==> config.mk <==
export PLATFORM = sky130hd
export DESIGN_NAME = ikq_table
export DESIGN_NICKNAME = d
export VERILOG_FILES = /design/src/sv/ikq_pkg.sv /design/src/sv/ikq_table.sv
export SDC_FILE = /design/constraint.sdc
export NUM_CORES = 2
export LEC_CHECK = 0
export ABC_CLOCK_PERIOD_IN_PS = 37000
export BUFFER_PORTS_ARGS = -buffer_cell sky130_fd_sc_hd__buf_2
export CORE_ASPECT_RATIO = 0.8
export CORE_MARGIN = 1
export CORE_UTILIZATION = 63
export CTS_CLUSTER_DIAMETER = 100
export DETAILED_ROUTE_END_ITERATION = 7
export PLACE_DENSITY_LB_ADDON = 0.05
export SETUP_SLACK_MARGIN = 0.02
export SYNTH_ARGS = -nofsm -noshare
export SYNTH_HDL_FRONTEND = slang
export SYNTH_SLANG_ARGS = --single-unit
==> constraint.sdc <==
create_clock -name clock -period 37 [get_ports clock]
set_input_delay 5.55 -clock clock [delete_from_list [all_inputs] [get_ports clock]]
set_output_delay 5.55 -clock clock [all_outputs]
set_load 0.01 [all_outputs]
==> src/sv/ikq_pkg.sv <==
// Shared types and constants for the input event key queue.
package ikq_pkg;

   typedef enum logic [1:0] {
      OP_EVENT = 2'd0,
      OP_POP   = 2'd1,
      OP_CLEAR = 2'd2,
      OP_QUERY = 2'd3
   } ikq_op_type;

   localparam logic [4:0] EV_SYNC = 5'd0;
   localparam logic [4:0] EV_KEY  = 5'd1;
   localparam logic [4:0] EV_REL  = 5'd2;

   localparam logic [1:0] CSR_THRESHOLD = 2'd0;
   localparam logic [1:0] CSR_AXIS      = 2'd1;
   localparam logic [1:0] CSR_DOWN_KEY  = 2'd2;
   localparam logic [1:0] CSR_UP_KEY    = 2'd3;

   localparam logic [6:0]  THRESHOLD_RESET = 7'd3;
   localparam logic [15:0] AXIS_RESET      = 16'd1;
   localparam logic [9:0]  DOWN_KEY_RESET  = 10'd108;
   localparam logic [9:0]  UP_KEY_RESET    = 10'd103;

   localparam logic [1:0] KEY_RELEASED = 2'd0;
   localparam logic [1:0] KEY_HELD     = 2'd1;
   localparam logic [1:0] KEY_REPEAT   = 2'd2;

   typedef enum logic [1:0] {
      ST_CLEAR,
      ST_IDLE,
      ST_EXEC
   } ikq_state_type;

   typedef struct packed {
      ikq_op_type         operation;
      logic [4:0]         event_type;
      logic [15:0]        event_code;
      logic signed [31:0] event_value;
   } ikq_req_type;

   typedef struct packed {
      logic [9:0] popped_key;
      logic       popped_valid;
      logic [1:0] pressed_value;
      logic [8:0] queue_count;
      logic       key_enqueued;
      logic       key_dropped;
   } ikq_rsp_type;

endpackage

==> src/sv/ikq_table.sv <==
// Pressed-state memory with a clearing sweep after reset.
module ikq_table #(
   parameter int KEY_TABLE_SIZE = 768
) (
   input  logic                              clock,
   input  logic                              reset,
   input  logic                              rd_en,
   input  logic [$clog2(KEY_TABLE_SIZE)-1:0] rd_addr,
   output logic [1:0]                        rd_data,
   input  logic                              wr_en,
   input  logic [$clog2(KEY_TABLE_SIZE)-1:0] wr_addr,
   input  logic [1:0]                        wr_data,
   output logic                              ready
);
   import ikq_pkg::*;

   localparam int TBL_W = $clog2(KEY_TABLE_SIZE);
   localparam logic [TBL_W-1:0] LAST = TBL_W'(KEY_TABLE_SIZE - 1);

   logic [1:0]       mem [KEY_TABLE_SIZE];
   logic             clearing_ff;
   logic [TBL_W-1:0] sweep_ff;
   logic [1:0]       rd_data_ff;

   logic             we;
   logic [TBL_W-1:0] waddr;
   logic [1:0]       wdata;

   always_comb begin
      if (clearing_ff) begin
         we    = 1'b1;
         waddr = sweep_ff;
         wdata = KEY_RELEASED;
      end else begin
         we    = wr_en;
         waddr = wr_addr;
         wdata = wr_data;
      end
   end

   always_ff @(posedge clock) begin
      if (reset) begin
         clearing_ff <= 1'b1;
         sweep_ff    <= '0;
      end else if (clearing_ff) begin
         sweep_ff <= sweep_ff + 1'b1;
         if (sweep_ff == LAST) begin
            clearing_ff <= 1'b0;
         end
      end
   end

   always_ff @(posedge clock) begin
      if (we) begin
         mem[waddr] <= wdata;
      end
      if (rd_en) begin
         rd_data_ff <= mem[rd_addr];
      end
   end

   assign rd_data = rd_data_ff;
   assign ready   = !clearing_ff;

endmodule

==> metrics.md <==
| Metric | Value |
|---|---|
| Status | `finished clean` |
| Internal reg-to-reg setup slack | `32.32 ns` |
| Seq. cell area | `46400 µm²` |
| Actual slew at the worst max-slew pin | `1.35 ns` |
| Crit-path most repeated cell | `buf_4` |
| Synth Warn # | `0` |
| H-Tree Depth | `4` |
| Startpoint Class | `input port` |
| Synth Net Count | `3749` |
| Detailed-route vias per instance | `6.94` |
| CP max-delay cell | `buf_4` |
| Fmax | `99.8 MHz` |
| Vias in the first global route | `35400` |
| Sequential fraction of the synthesis area | `72.6%` |
| Residual DRC | `0` |
| Layout Skew | `0.0213 ns` |
| Multi-input gate area | `15800 µm²` |
| Crit path DAT | `10.50 ns` |
| CTS sink count | `1549` |
| RSZ-0062 raised after global routing | `no` |
| Worst-path clk slew | `0.06 ns` |
| Synth area leaders | `edfxtp_1, mux4_2, nor2_1` |
| Fin crit period | `10.02 ns` |
| Crit path cell chain | `buf_8 > buf_4 > buf_4 > buf_4 > mux4_2 > o221ai_1 > a31oi_1 > a211oi_1 > a2111oi_0 > o21ai_0 > o211ai_1` |
| CTS max path bufs | `3` |
| EDFF count, synth | `1538` |
| Slew Limit Fails | `0` |
| Routed vias | `35600` |
| Worst Setup EP | `rd_data[1]$_DFFE_PP_` |
| Leak pwr | `21.8 nW` |
| P per Cell Area | `50.6 nW/µm²` |
| Max Cap Viol | `0` |
| Top_reg_cell synth | `edfxtp_1` |
| Clock buffer count from CTS | `148` |
| Slew margin rel. | `9.76%` |
| DIE AREA | `103000 µm²` |
| Synthesized area per cell | `17.2 µm²` |
| Nets | `3715` |
| Routability cong. | `0.864` |
| End-of-flow core utilization | `68.9%` |
| Synthesis-to-layout area growth | `8.52%` |
| Yosys cell types | `66` |
| Peak supply drop | `45.6 µV` |
| Fraction of layout cells with a size suffix above 1 | `17.4%` |
| Post-CTS Setup Bufs | `0` |
| Cell taking the most area after synthesis | `edfxtp_1` |
| Total Neg Setup Slack | `0 ns` |
| Drt wl/cell | `33.0 µm` |
| Max FO, Critical Path | `65` |
| Die height | `287 µm` |
| Crit path kind | `in -> reg` |
| Starting density of the core | `63.5%` |
| Final count of hold timing violations | `0` |
| Root buf cell | `clkbuf_16` |
| WP data required | `37.48 ns` |
| Total GRT Usage | `33.6%` |
| Worst Setup End Kind | `flop` |
| Post-Syn Instances | `3722` |
| I/O Buffers | `28` |
| ANT nets after route | `0` |
| Area of the core | `101000 µm²` |
| Dpl hpwl | `96800 µm` |
| Worst r2r src | `clearing_ff$_SDFF_PP1_` |
| Initial antenna violation count | `11` |
| CTS tree | `done` |
| Yosys top cell area share | `72.3%` |
| Final setup vio count | `0` |
| Fill cells | `6481` |
| CP startpoint | `rd_addr[1]` |
| Largest net degree at the start of global routing | `233` |
| Flops & latches, synth | `1549` |
| Rows | `104` |
| # IOs | `29` |
| R2R depth | `6` |
| First-pass GRT wire length | `241000 µm` |
| Crit Reg-Reg Endpoint | `mem[192][1]$_DFFE_PP_` |
| Max incr delay on CP | `0.92 ns` |
| Die Width | `358 µm` |
| Min-delay src | `sweep_ff[0]$_SDFFE_PP0P_` |
| Later-pin clock latency in the skew report | `0.76 ns` |
| Async set-reset flop share out of synthesis | `0%` |
| Final period util | `27.1%` |
| Drt pass-1 iters | `6` |
| # resized after CTS | `0` |
| Routed WL | `169000 µm` |
| Post-Syn Area | `63900 µm²` |
| Post-CTS Hold Fix Bufs | `0` |
| Type of the worst min-delay path | `reg -> reg` |
| 1st-iter DRT viols | `5764` |
| Remaining global-route overflow | `0` |
## cells in the mapped netlist, drive strengths merged (8+ instances only)
library cell  number
or3               19
or2               13
a22oi             26
o22ai             49
a21oi             38
a211oi            34
nand2b            12
nor2b             17
mux2i            175
edfxtp          1538
o221ai            46
mux4             320
nand4             11
inv               12
nor2             795
a221oi            24
nand3             23
nor3              23
clkbuf           127
o21ai             24
a2111oi            8
a22o              17
nand2            119
dfxtp             11
buf              162
## placed cells by master (no fill, tap or decap), drive strengths merged, types with 34 or more instances in the layout
cell type and instances:
buf 105, mux2i 175, o221ai 46, clkinv 59, nor2 795, nand2 119, a211oi 34, mux4 320
a21oi 38, o22ai 49, edfxtp 1538, clkbuf 190
## registers in the layout, indices dropped and copies added (netlist names)
signal and cells:
sweep_ff 10, mem 1536, clearing_ff 1, rd_data 2
## logic make-up (layout without fill, tap and decap cells)
kind of cell             after synthesis  in the layout  share of synthesized area [%]
AO/OA/AOI/OAI                        308            308                           3.56
XOR/XNOR                               6              6                         0.0823
adder cells (fa/ha/maj)                1              1                         0.0196
buffers and inverters                302            379                           2.73
flip-flops                          1549           1549                           72.6
multiplexers                         501            501                           14.3
other                                  0              2                              0
AND/OR/NAND/NOR                     1055           1055                           6.71
## critical path, delay by kind of cell
| family | cells | cell delay (ns) |
|---|---|---|
| buf+inv | 4 | 2.92 |
| compound gates | 6 | 1.30 |
| mux | 1 | 0.59 |
## layer usage
layer,global-route usage (%),vias to the layer above,routed length [µm]
li1,-,14600,-
met1,49.2,18400,64800
met2,50.4,2256,77900
met3,8.70,332,21500
met4,10.7,6,5170
met5,0,-,42
## area by class of cell
class | count | area share, %
diodes | 2 | 0.00722
clock buffers | 190 | 5.91
clock inverters | 71 | 0.783
inverters | 13 | 0.0704
multi-input cells | 1871 | 22.8
flip-flops and latches | 1549 | 66.9
well taps | 1325 | 2.39
repair buffers | 105 | 1.09
## stage by stage
step	hold slack [ns]	instances	area (µm²)	setup slack, ns	power (W)
2_1_floorplan	0.463	3722	63900	9.25	0.00204
3_3_place_gp	0.494	4863	64700	26.33	0.00208
3_5_place_dp	0.497	4863	64700	26.19	0.00208
4_1_cts	0.507	5124	69300	27.00	0.00352
5_1_grt	0.541	5124	69300	26.78	0.00359
6_report	0.504	5126	69300	26.98	0.00351
## how the worst min path moves through the flow
stage / endpoint / cells past startpoint / slack [ns]
floorplan: sweep_ff[0]$_SDFFE_PP0P_ / 2 / 0.46
global placement: sweep_ff[0]$_SDFFE_PP0P_ / 2 / 0.49
detailed placement: sweep_ff[0]$_SDFFE_PP0P_ / 2 / 0.50
CTS: sweep_ff[0]$_SDFFE_PP0P_ / 2 / 0.51
global route: sweep_ff[0]$_SDFFE_PP0P_ / 2 / 0.54
finish: sweep_ff[0]$_SDFFE_PP0P_ / 2 / 0.50
## power by group
group	internal (W)	switching [W]
logic	0.0000547	0.0000895
registers	0.00190	0.000000605
clock network	0.000835	0.000629
total	0.00279	0.000719
No activity file was read; power rests on OpenSTA's default activity.
